===== src/design/scl_pkg.sv =====
// shared types, character codes and helpers for the shell command lexer
`default_nettype none

package scl_pkg;

  // longest word before it is forced to end
  localparam int MAX_WORD_BYTES = 1023;
  localparam int LEN_W          = $clog2(MAX_WORD_BYTES + 1);

  // most results one input item can cause
  localparam int MAX_RESULTS = 4;
  localparam int RES_CNT_W   = $clog2(MAX_RESULTS + 1);

  // character codes
  localparam logic [7:0] CH_PIPE   = 8'h7C;
  localparam logic [7:0] CH_AMP    = 8'h26;
  localparam logic [7:0] CH_LT     = 8'h3C;
  localparam logic [7:0] CH_GT     = 8'h3E;
  localparam logic [7:0] CH_SEMI   = 8'h3B;
  localparam logic [7:0] CH_DQUOTE = 8'h22;
  localparam logic [7:0] CH_SQUOTE = 8'h27;
  localparam logic [7:0] CH_BSLASH = 8'h5C;
  localparam logic [7:0] CH_SPACE  = 8'h20;
  localparam logic [7:0] CH_TAB    = 8'h09;
  localparam logic [7:0] CH_CR     = 8'h0D;

  // result kinds
  typedef enum logic [1:0] {
    KIND_BYTE  = 2'd0,
    KIND_TOKEN = 2'd1,
    KIND_EOL   = 2'd2
  } kind_t;

  // token types
  typedef enum logic [3:0] {
    TT_WORD   = 4'd0,
    TT_PIPE   = 4'd1,
    TT_OR     = 4'd2,
    TT_BG     = 4'd3,
    TT_AND    = 4'd4,
    TT_IN     = 4'd5,
    TT_OUT    = 4'd6,
    TT_APPEND = 4'd7,
    TT_SEMI   = 4'd8
  } tok_t;

  // operator waiting for its lookahead byte
  typedef enum logic [1:0] {
    PEND_NONE = 2'd0,
    PEND_PIPE = 2'd1,
    PEND_AMP  = 2'd2,
    PEND_GT   = 2'd3
  } pend_t;

  // one result item
  typedef struct packed {
    kind_t      kind;
    tok_t       ttype;
    logic [7:0] wbyte;
    logic       last;
  } res_t;

  // lexer state
  typedef struct packed {
    pend_t            pend;
    logic             in_word;
    logic             in_quote;
    logic             q_single;
    logic             esc;
    logic [LEN_W-1:0] len;
  } lex_state_t;

  function automatic logic is_blank(input logic [7:0] c);
    return (c == CH_SPACE) || ((c >= CH_TAB) && (c <= CH_CR));
  endfunction

  function automatic logic is_op(input logic [7:0] c);
    return (c == CH_PIPE) || (c == CH_AMP) || (c == CH_LT) || (c == CH_GT) ||
           (c == CH_SEMI);
  endfunction

  // character that doubles a pending operator
  function automatic logic [7:0] pend_char(input pend_t p);
    unique case (p)
      PEND_PIPE: return CH_PIPE;
      PEND_AMP:  return CH_AMP;
      PEND_GT:   return CH_GT;
      default:   return 8'h00;
    endcase
  endfunction

  // single form of a pending operator
  function automatic tok_t pend_single(input pend_t p);
    unique case (p)
      PEND_PIPE: return TT_PIPE;
      PEND_AMP:  return TT_BG;
      PEND_GT:   return TT_OUT;
      default:   return TT_WORD;
    endcase
  endfunction

  // double form of a pending operator
  function automatic tok_t pend_double(input pend_t p);
    unique case (p)
      PEND_PIPE: return TT_OR;
      PEND_AMP:  return TT_AND;
      PEND_GT:   return TT_APPEND;
      default:   return TT_WORD;
    endcase
  endfunction

  function automatic res_t mk_res(input kind_t k, input tok_t t, input logic [7:0] b);
    res_t r;
    r.kind  = k;
    r.ttype = t;
    r.wbyte = b;
    r.last  = 1'b0;
    return r;
  endfunction

endpackage

`default_nettype wire


===== src/design/scl_if.sv =====
// valid/ready channel interfaces for command bytes and lexer results
`default_nettype none

interface scl_in_if;
  logic       valid;
  logic       ready;
  logic [7:0] byte_req;
  logic       end_of_line;

  modport source (output valid, output byte_req, output end_of_line, input ready);
  modport sink   (input valid, input byte_req, input end_of_line, output ready);
endinterface

interface scl_out_if;
  logic       valid;
  logic       ready;
  logic [1:0] out_kind;
  logic [3:0] token_type;
  logic [7:0] word_byte;
  logic       last;

  modport source (output valid, output out_kind, output token_type, output word_byte,
                  output last, input ready);
  modport sink   (input valid, input out_kind, input token_type, input word_byte,
                  input last, output ready);
endinterface

`default_nettype wire


===== src/design/shell_command_lexer_unit.sv =====
// shell command lexer: byte stream in, word bytes and tokens out
//
// cmd carries one command-line byte per item, with end_of_line set on the
// last byte of each line. tok carries result items: word bytes, completed
// tokens (word or operator) and an end-of-line marker; last marks the final
// result caused by one input item, and a blank byte between tokens causes none.
// An accepted byte is lexed in the cycle it is taken; its up to four
// results are written into an eight-entry result queue that feeds tok.
// The queue sends one result per cycle while tok is ready. cmd accepts
// one byte per cycle while the queue has room for four more results, so
// one byte per cycle is sustained as long as tok is ready and bytes
// average no more than one result each; bytes that cause several results
// slow the input, as the single queue read port sends one result at a time.
// When tok stalls the queue fills and cmd.ready drops; nothing is lost.
// Reset (synchronous, active high) clears the lexer state and empties the
// queue.
`default_nettype none

module shell_command_lexer_unit
  import scl_pkg::*;
(
  input  wire            clk,
  input  wire            rst,
  scl_in_if.sink         cmd,
  scl_out_if.source      tok
);

  localparam int DEPTH = 8;
  localparam int PTR_W = $clog2(DEPTH);
  localparam int CNT_W = $clog2(DEPTH + 1);

  lex_state_t           st;
  lex_state_t           st_next;
  res_t                 res [MAX_RESULTS];
  logic [RES_CNT_W-1:0] n_res;

  res_t                 mem [DEPTH];
  logic [PTR_W-1:0]     wr_ptr;
  logic [PTR_W-1:0]     rd_ptr;
  logic [CNT_W-1:0]     count;

  logic                 push;
  logic                 pop;
  logic [7:0]           c;
  logic                 eol;

  assign c    = cmd.byte_req;
  assign eol  = cmd.end_of_line;
  assign push = cmd.valid && cmd.ready;
  assign pop  = tok.valid && tok.ready;

  // room for the worst case of one item
  assign cmd.ready = (count <= CNT_W'(DEPTH - MAX_RESULTS));

  // lex one byte against the current state
  always_comb begin
    logic idle;
    logic wstep;
    logic app;
    st_next = st;
    n_res   = '0;
    idle    = 1'b0;
    wstep   = 1'b0;
    app     = 1'b0;
    for (int i = 0; i < MAX_RESULTS; i++) begin
      res[i] = mk_res(KIND_BYTE, TT_WORD, 8'h00);
    end

    // lookahead, word continuation or idle
    if (st_next.pend != PEND_NONE) begin
      if (c == pend_char(st_next.pend)) begin
        res[n_res[1:0]] = mk_res(KIND_TOKEN, pend_double(st_next.pend), 8'h00);
        n_res = n_res + 1'b1;
      end else begin
        res[n_res[1:0]] = mk_res(KIND_TOKEN, pend_single(st_next.pend), 8'h00);
        n_res = n_res + 1'b1;
        idle  = 1'b1;
      end
      st_next.pend = PEND_NONE;
    end else if (st_next.in_word) begin
      if (!st_next.esc && !st_next.in_quote && (is_blank(c) || is_op(c))) begin
        res[n_res[1:0]] = mk_res(KIND_TOKEN, TT_WORD, 8'h00);
        n_res = n_res + 1'b1;
        st_next.in_word  = 1'b0;
        st_next.in_quote = 1'b0;
        st_next.q_single = 1'b0;
        st_next.esc      = 1'b0;
        st_next.len      = '0;
        idle = 1'b1;
      end else begin
        wstep = 1'b1;
      end
    end else begin
      idle = 1'b1;
    end

    // idle: skip blanks, take operators, or start a word
    if (idle) begin
      if (is_blank(c)) begin
        wstep = 1'b0;
      end else if (c == CH_LT) begin
        res[n_res[1:0]] = mk_res(KIND_TOKEN, TT_IN, 8'h00);
        n_res = n_res + 1'b1;
      end else if (c == CH_SEMI) begin
        res[n_res[1:0]] = mk_res(KIND_TOKEN, TT_SEMI, 8'h00);
        n_res = n_res + 1'b1;
      end else if (c == CH_PIPE) begin
        st_next.pend = PEND_PIPE;
      end else if (c == CH_AMP) begin
        st_next.pend = PEND_AMP;
      end else if (c == CH_GT) begin
        st_next.pend = PEND_GT;
      end else begin
        st_next.in_word = 1'b1;
        st_next.len     = '0;
        wstep = 1'b1;
      end
    end

    // word byte: escape, quotes, plain byte
    if (wstep) begin
      if (st_next.esc) begin
        st_next.esc = 1'b0;
        app = 1'b1;
      end else if (st_next.in_quote) begin
        if (c == (st_next.q_single ? CH_SQUOTE : CH_DQUOTE)) begin
          st_next.in_quote = 1'b0;
          st_next.q_single = 1'b0;
        end else begin
          app = 1'b1;
        end
      end else if ((c == CH_SQUOTE) || (c == CH_DQUOTE)) begin
        st_next.in_quote = 1'b1;
        st_next.q_single = (c == CH_SQUOTE);
      end else if (c == CH_BSLASH) begin
        st_next.esc = 1'b1;
      end else begin
        app = 1'b1;
      end
    end

    // append with the length limit
    if (app) begin
      res[n_res[1:0]] = mk_res(KIND_BYTE, TT_WORD, c);
      n_res = n_res + 1'b1;
      st_next.len = st_next.len + LEN_W'(1);
      if (st_next.len >= LEN_W'(MAX_WORD_BYTES)) begin
        res[n_res[1:0]] = mk_res(KIND_TOKEN, TT_WORD, 8'h00);
        n_res = n_res + 1'b1;
        st_next.in_word  = 1'b0;
        st_next.in_quote = 1'b0;
        st_next.q_single = 1'b0;
        st_next.esc      = 1'b0;
        st_next.len      = '0;
      end
    end

    // end of line: flush operator, close word, marker
    if (eol) begin
      if (st_next.pend != PEND_NONE) begin
        res[n_res[1:0]] = mk_res(KIND_TOKEN, pend_single(st_next.pend), 8'h00);
        n_res = n_res + 1'b1;
      end
      if (st_next.in_word) begin
        res[n_res[1:0]] = mk_res(KIND_TOKEN, TT_WORD, 8'h00);
        n_res = n_res + 1'b1;
      end
      st_next = '0;
      res[n_res[1:0]] = mk_res(KIND_EOL, TT_WORD, 8'h00);
      n_res = n_res + 1'b1;
    end

    // mark the final result of the item
    for (int i = 0; i < MAX_RESULTS; i++) begin
      res[i].last = (n_res == RES_CNT_W'(i + 1));
    end
  end

  // lexer state
  always_ff @(posedge clk) begin
    if (rst) begin
      st <= '0;
    end else if (push) begin
      st <= st_next;
    end
  end

  // result queue storage
  always_ff @(posedge clk) begin
    if (push) begin
      for (int i = 0; i < MAX_RESULTS; i++) begin
        if (n_res > RES_CNT_W'(i)) begin
          mem[wr_ptr + PTR_W'(i)] <= res[i];
        end
      end
    end
  end

  // queue pointers and fill count
  always_ff @(posedge clk) begin
    if (rst) begin
      wr_ptr <= '0;
      rd_ptr <= '0;
      count  <= '0;
    end else begin
      if (push) begin
        wr_ptr <= wr_ptr + PTR_W'(n_res);
      end
      if (pop) begin
        rd_ptr <= rd_ptr + 1'b1;
      end
      count <= count + (push ? CNT_W'(n_res) : CNT_W'(0)) - (pop ? CNT_W'(1) : CNT_W'(0));
    end
  end

  // result channel
  assign tok.valid      = (count != '0);
  assign tok.out_kind   = mem[rd_ptr].kind;
  assign tok.token_type = mem[rd_ptr].ttype;
  assign tok.word_byte  = mem[rd_ptr].wbyte;
  assign tok.last       = mem[rd_ptr].last;

  // queue never overfills
  assert property (@(posedge clk) disable iff (rst) count <= CNT_W'(DEPTH))
    else $error("result queue overfilled");

  // every accepted item stays within the result limit, and an end-of-line byte always yields a result
  assert property (@(posedge clk) disable iff (rst)
    push |-> (n_res <= RES_CNT_W'(MAX_RESULTS)) && (!eol || (n_res != '0)))
    else $error("bad result count for an item");

  // the end-of-line marker closes the results of its item
  assert property (@(posedge clk) disable iff (rst)
    (tok.valid && (tok.out_kind == KIND_EOL)) |-> tok.last)
    else $error("end-of-line result not marked last");

  // a just-accepted end-of-line byte leaves the lexer idle
  assert property (@(posedge clk) disable iff (rst)
    (push && eol) |=> (st == '0))
    else $error("lexer state not cleared at end of line");

endmodule

`default_nettype wire


===== src/flat_wrapper.sv =====
// flat-port wrapper written by rule: the top's interface ports become plain ports
module shell_command_lexer_unit_flat import scl_pkg::*;
  (clk, rst, cmd_valid, cmd_byte_req, cmd_end_of_line, cmd_ready, tok_valid, tok_out_kind, tok_token_type, tok_word_byte, tok_last, tok_ready);
  scl_in_if cmd_i ();
  scl_out_if tok_i ();
  input  wire clk;
  input  wire rst;
  input wire logic [$bits(cmd_i.valid)-1:0] cmd_valid;
  input wire logic [$bits(cmd_i.byte_req)-1:0] cmd_byte_req;
  input wire logic [$bits(cmd_i.end_of_line)-1:0] cmd_end_of_line;
  output wire logic [$bits(cmd_i.ready)-1:0] cmd_ready;
  output wire logic [$bits(tok_i.valid)-1:0] tok_valid;
  output wire logic [$bits(tok_i.out_kind)-1:0] tok_out_kind;
  output wire logic [$bits(tok_i.token_type)-1:0] tok_token_type;
  output wire logic [$bits(tok_i.word_byte)-1:0] tok_word_byte;
  output wire logic [$bits(tok_i.last)-1:0] tok_last;
  input wire logic [$bits(tok_i.ready)-1:0] tok_ready;
  assign cmd_i.valid = cmd_valid;
  assign cmd_i.byte_req = cmd_byte_req;
  assign cmd_i.end_of_line = cmd_end_of_line;
  assign cmd_ready = cmd_i.ready;
  assign tok_valid = tok_i.valid;
  assign tok_out_kind = tok_i.out_kind;
  assign tok_token_type = tok_i.token_type;
  assign tok_word_byte = tok_i.word_byte;
  assign tok_last = tok_i.last;
  assign tok_i.ready = tok_ready;
  shell_command_lexer_unit u_core (.clk(clk), .rst(rst), .cmd(cmd_i), .tok(tok_i));
endmodule

===== config.mk =====
export PLATFORM = sky130hd
export DESIGN_NAME = shell_command_lexer_unit_flat
export DESIGN_NICKNAME = d
export VERILOG_FILES = /design/src/design/scl_pkg.sv /design/src/design/scl_if.sv /design/src/design/shell_command_lexer_unit.sv /design/src/flat_wrapper.sv
export SDC_FILE = /design/constraint.sdc
export NUM_CORES = 1
export LEC_CHECK = 0
export BUFFER_PORTS_ARGS = -buffer_cell sky130_fd_sc_hd__buf_2
export CORE_MARGIN = 10
export CORE_UTILIZATION = 30
export CTS_CLUSTER_SIZE = 10
export DETAILED_ROUTE_END_ITERATION = 8
export GPL_ROUTABILITY_DRIVEN = 0
export PLACE_DENSITY = 0.49
export REMOVE_ABC_BUFFERS = 1
export SLEW_MARGIN = 20
export SYNTH_ARGS = -nofsm -noshare
export SYNTH_HDL_FRONTEND = slang
export SYNTH_SLANG_ARGS = --single-unit

===== constraint.sdc =====
create_clock -name clk -period 9.6 [get_ports clk]
set_input_delay 0.96 -clock clk [delete_from_list [all_inputs] [get_ports clk]]
set_output_delay 0.96 -clock clk [all_outputs]
set_load 0.02 [all_outputs]

After elaboration in Yosys (flattened, before gate mapping)
Memories as Yosys holds them, arrays and structs flattened. A register that Yosys moved wholly into a read port is not among the register bits.
Index checks and enable logic that the tools add are counted.
Widths: inputs -> output; s select.
{ "op_classes": {"add_sub_neg": 14, "magnitude_cmp": 20, "eq_ne": 21, "muxes": 120, "n_bitwise": 21, "n_reduce_logical": 23} }
{ "op_table": {"columns": ["cell", "count"], "rows": [
  ["$mux 60", 11],
  ["$demux 15 s2", 6],
  ["$and 56x56->56", 3],
  ["$not 56->56", 3],
  ["$bwmux 60", 2],
  ["$mux 15", 8],
  ["$mux 14", 6],
  ["$mux 10", 7],
  ["$mux 3", 22],
  ["$eq 8x6->1 const B", 7],
  ["$and 52x52->52", 1],
  ["$not 52->52", 1],
  ["$and 48x48->48", 1],
  ["$not 48->48", 1],
  ["$mux 1", 41],
  ["$pmux 3 s3", 3],
  ["$add 3x1->3 const B", 8],
  ["$pmux 7 s3", 1],
  ["$ge 3x3->1 const B", 6],
  ["$lt 3x1->1 const B", 6],
  ["$not 2->3", 6],
  ["$eq 8x7->1 const B", 2],
  ["$eq 8x8->1", 2],
  ["$mux 16", 1],
  ["other kinds (28)", 64]
]} }
{ "word_totals": {"reg_bits": 26, "mem_bits_rw": 120, "input_bits": 13, "output_inout_bits": 17, "word_cells": 229, "memories": 1} }
{ "memory_table": {"columns": ["memory", "depth", "width", "read_ports", "rd_ports_with_merged_regs", "wr", "line", "text"], "rows": [
  ["u_core.mem", 8, 15, 1, 1, 4, "shell_command_lexer_unit.sv:37", "res_t mem [DEPTH];"]
]} }

Logic depth before layout (Yosys ltp)
{ "logic_depth": {"depth_word": 35, "depth_mapped": 39, "depth_no_buf": 35} }

Least setup slack after synthesis
Ideal clock, no wire load.
{ "synth_timing": {"kind": "input -> register", "from": "in cmd_byte_req[7]", "to": "mem u_core.mem[3][0] (netlist bit) (enable)", "t_arrival_ns": 8.182, "required_ns": 9.210, "slack_ns": 1.028, "path_stages": 31, "n_path_buf": 3, "cell_sequence": "buf_2 nand4bb_4 or3_4 and3_2 nand3_2 and3_1 ha_1 and3_1 nand3_1 xor2_1 a211oi_2 nor3b_4 clkbuf_1 nor2_1 xnor2_1 ha_1 o21ai_0 inv_1 ha_1 nor2_1 a21oi_1 ha_1 inv_1 xnor2_1 nand2b_1 mux2i_4 xnor2_4 buf_6 nor3_2 mux2_2 o311ai_2"} }
{ "synth_rtl": {"columns": ["element", "line", "text"], "rows": [
  ["start, declared", "flat_wrapper.sv:9", "input wire logic [$bits(cmd_i.byte_req)-1:0] cmd_byte_req;"],
  ["end, declared", "shell_command_lexer_unit.sv:37", null]
]} }

==> results.txt <==
Period minus WS final - 8.93 ns
1st-iter DRT viols - 1104
vias per cell - 5.88
biggest area consumer among synthesized cells - edfxtp_1
Main synth FF type - edfxtp_1
initial antenna violation count - 0
DR DRC count - 0
number of global-route vias before repair - 9853
Synth Area per Inst - 9.85 µm²
Core Region - 40000 µm²
Crit path required time - 9.67 ns
Adder-Cell Fraction of Synth Area - 4.74%
width of the chip - 222 µm
Final HPWL DP - 30500 µm
compound-gate portion of the synthesized area - 19.5%
Yosys top cell area share - 29.5%
Via Count - 10400
Mapped Area - 12200 µm²
final std cells w/o fill - 1759
first-pass GRT wire length - 63000 µm
final setup violation count - 0
Seq cells post-synth - 149
XOR/XNOR share of the synthesized area - 1.73%
dpl cells - 1727
Critical Path Source Type - flip-flop
Rows - 73
Total Die Area - 49100 µm²
ranking of synthesized cells by area - edfxtp_1, mux2i_1, mux4_2
Cell Pwr Density - 183 nW/µm²
H-tree depth - 4
DRT Pass-1 Iters - 8
Final Cell Area - 13400 µm²
largest family of logic cells by synthesized area - compound AO/OA/AOI/OAI gates
EDFF count, synth - 120
Worst Path Arrival - 9.00 ns
crit share post-route - 93.0%
final WL - 41500 µm
Leak - 0.00551 µW
CTS Buf Count - 17
cell count after synthesis - 1239
max_cap viols - 0
RSZ-0062 raised after global routing - false
Synth cell types - 97
CTS tree - done
Hold Buf Count CTS - 0
endpoint class of the critical path - flip-flop
# fillers - 4100
Post-Route Skew - 0.0290 ns
area of the multi-input gates - 7400 µm²
grt ovf - 0
Sink Count - 149
share of cells above drive strength 1 - 17.0%
max layer used - met4
worst r2r src - u_core.st[14]$_SDFFE_PP0P_
Peak VDD IR - 0.134 mV
post-synthesis sequential area ratio - 34.3%
CTS clk-pin slew, worst paths - 0.07 ns
area share of and/or/nand/nor cells after synthesis - 17.7%
hold crit path type - flip-flop to flip-flop
Rel. slew slack - 25.4%
Detail Route Antenna Nets - 0
Critical Path Source - u_core.st[14]$_SDFFE_PP0P_
YS warnings - 0
deepest clock path buffer count - 2
cell mode on critical path - ha_1
Area after DPL - 12800 µm²
outcome - complete, no violations
slowest CP cell - o311ai_4
Initial Utilization - 30.5%
fin nets - 1279
hold_sp - u_core.rd_ptr[1]$_SDFFE_PP0P_
Port Buffer Count - 29
Max Freq - 0.112 GHz
wire per inst - 23.6 µm
n_diodes - 0
area grow syn2layout - 10.2%
Critical Path Max Stage Delay - 0.91 ns
register-to-register setup slack - 0.67 ns
Chip Height - 222 µm
M1 wire length - 19200 µm
Hold Fails Final Rpt - 0
crit-path max FO - 15
met3 wire length - 2610 µm
Total GRT Usage - 16.3%
FF+latch area - 4190 µm²
IO Pins - 30
Worst-Margin Slew - 1.12 ns
Root Buffer - clkbuf_16
worst setup path class - flip-flop to flip-flop
Met2 Wirelength - 19100 µm
share of flip-flops with an asynchronous set or reset - 0%
later-pin clock latency in the skew report - 0.47 ns
Slew Viols, Final - 0
post-synthesis mux area share - 16.5%
largest net degree at the start of global routing - 35
-- registers in the layout (all words and copies together), names as in the netlist, named ones only --
register	flops
u_core.rd_ptr	3
u_core.count	4
u_core.wr_ptr	3
u_core.mem	120
u_core.st	16
-- where the power goes --
group | switching (µW) | leakage, µW | internal [µW]
sequential | 38.2 | 0.00135 | 808
combinational | 542 | 0.00385 | 327
clock | 328 | 0.000312 | 421
total | 908 | 0.00551 | 1560
-- layout make-up --
class / instances / area share [%]
Multi-Input combinational cell: 948 / 55.0
Sequential cell: 149 / 31.1
Tap cell: 525 / 4.88
Timing Repair Buffer: 69 / 3.31
Clock buffer: 17 / 3.16
Clock inverter: 15 / 1.51
Inverter: 36 / 1.00
-- metal layers --
metal  track usage [%]  vias to the layer above
li1                  -                     4736
met2              25.2                      398
met4              4.22                        0
met3              3.02                       46
met5                 0                        -
met1              22.7                     5171
-- synthesized netlist by cell type, types with 20 or more instances --
cell and instances:
and2_1 32, a21oi_1 50, o221ai_1 20, clkbuf_1 54, edfxtp_1 120, nand2_1 87
inv_1 36, nor3_1 21, ha_1 43, nor2_1 152, mux4_2 30, mux2i_1 114
o21ai_0 32, nand3_1 36, dfxtp_1 29, a221oi_1 74
-- kinds of logic (layout without fill, tap and decap cells) --
group | count (synthesis) | count (layout)
AND/OR/NAND/NOR | 426 | 426
AO/OA/AOI/OAI | 294 | 294
multiplexers | 161 | 161
flip-flops | 149 | 149
buffers and inverters | 142 | 137
adder cells (fa/ha/maj) | 45 | 45
XOR/XNOR | 22 | 22
-- path summary, 6_finish.rpt --
| path | endpoint | depth (start not counted) |
|---|---|---|
| worst max-delay path | u_core.mem[3][6]$_DFFE_PP_ | 30 |
| worst min-delay path | flip-flop | 2 |
| worst min register to register | flip-flop | 2 |
| worst max register to register | u_core.mem[3][6]$_DFFE_PP_ | 30 |
-- what timing repair did --
action | CTS | global route
resized for setup | 0 | 8
setup buffers | 0 | 0
endpoints found under the setup margin | 0 | 75
-- worst max-delay path: cells and delay by family (launching register included) --
| family | cells | cell delay, ns |
|---|---|---|
| DFF | 1 | 0.46 |
| muxes | 2 | 0.48 |
| buffers and inverters | 3 | 0.50 |
| adders and majority gates | 5 | 1.59 |
| and+or+nand+nor | 10 | 1.98 |
| AOI/OAI and AO/OA | 6 | 2.32 |
| xor gates and xnor gates | 4 | 1.22 |
-- cell usage in the layout (no fill, tap or decap), types with 7 or more instances in the layout --
cell type  instances
a21oi_1           49
a221oi_1          74
a22oi_1           10
and2_1            32
and3_1            15
buf_2             29
buf_4             40
clkbuf_16         17
dfxtp_1           28
edfxtp_1         120
ha_1              43
inv_1             36
mux2_2            16
mux2i_1          114
mux4_2            30
nand2_1           87
nand2b_1          10
nand3_1           34
nand4_1            8
nor2_1           149
nor3_1            21
o211ai_1           9
o21ai_0           32
o21ai_1            7
o221ai_1          20
o22ai_1            7
or3_1             14
xnor2_1           10
xor2_1            11
-- per-stage QoR --
| stage | total power, µW | hold WS, ns | setup TNS (ns) | setup slack (ns) | util, % |
|---|---|---|---|---|---|
| final | 2460 | 0.490 | 0 | 0.668 | 33.6 |
| after global routing | 2570 | 0.533 | 0 | 0.0432 | 33.6 |
| after CTS | 2480 | 0.492 | 0 | 0.338 | 33.5 |
| after detailed placement | 1730 | 0.479 | -0.204 | -0.0211 | 32.0 |
| after global placement | 1720 | 0.477 | 0 | 0.385 | 32.0 |
| after floorplan | 1430 | 0.447 | 0 | 0.361 | - |
(Power assumes the default switching activity.)
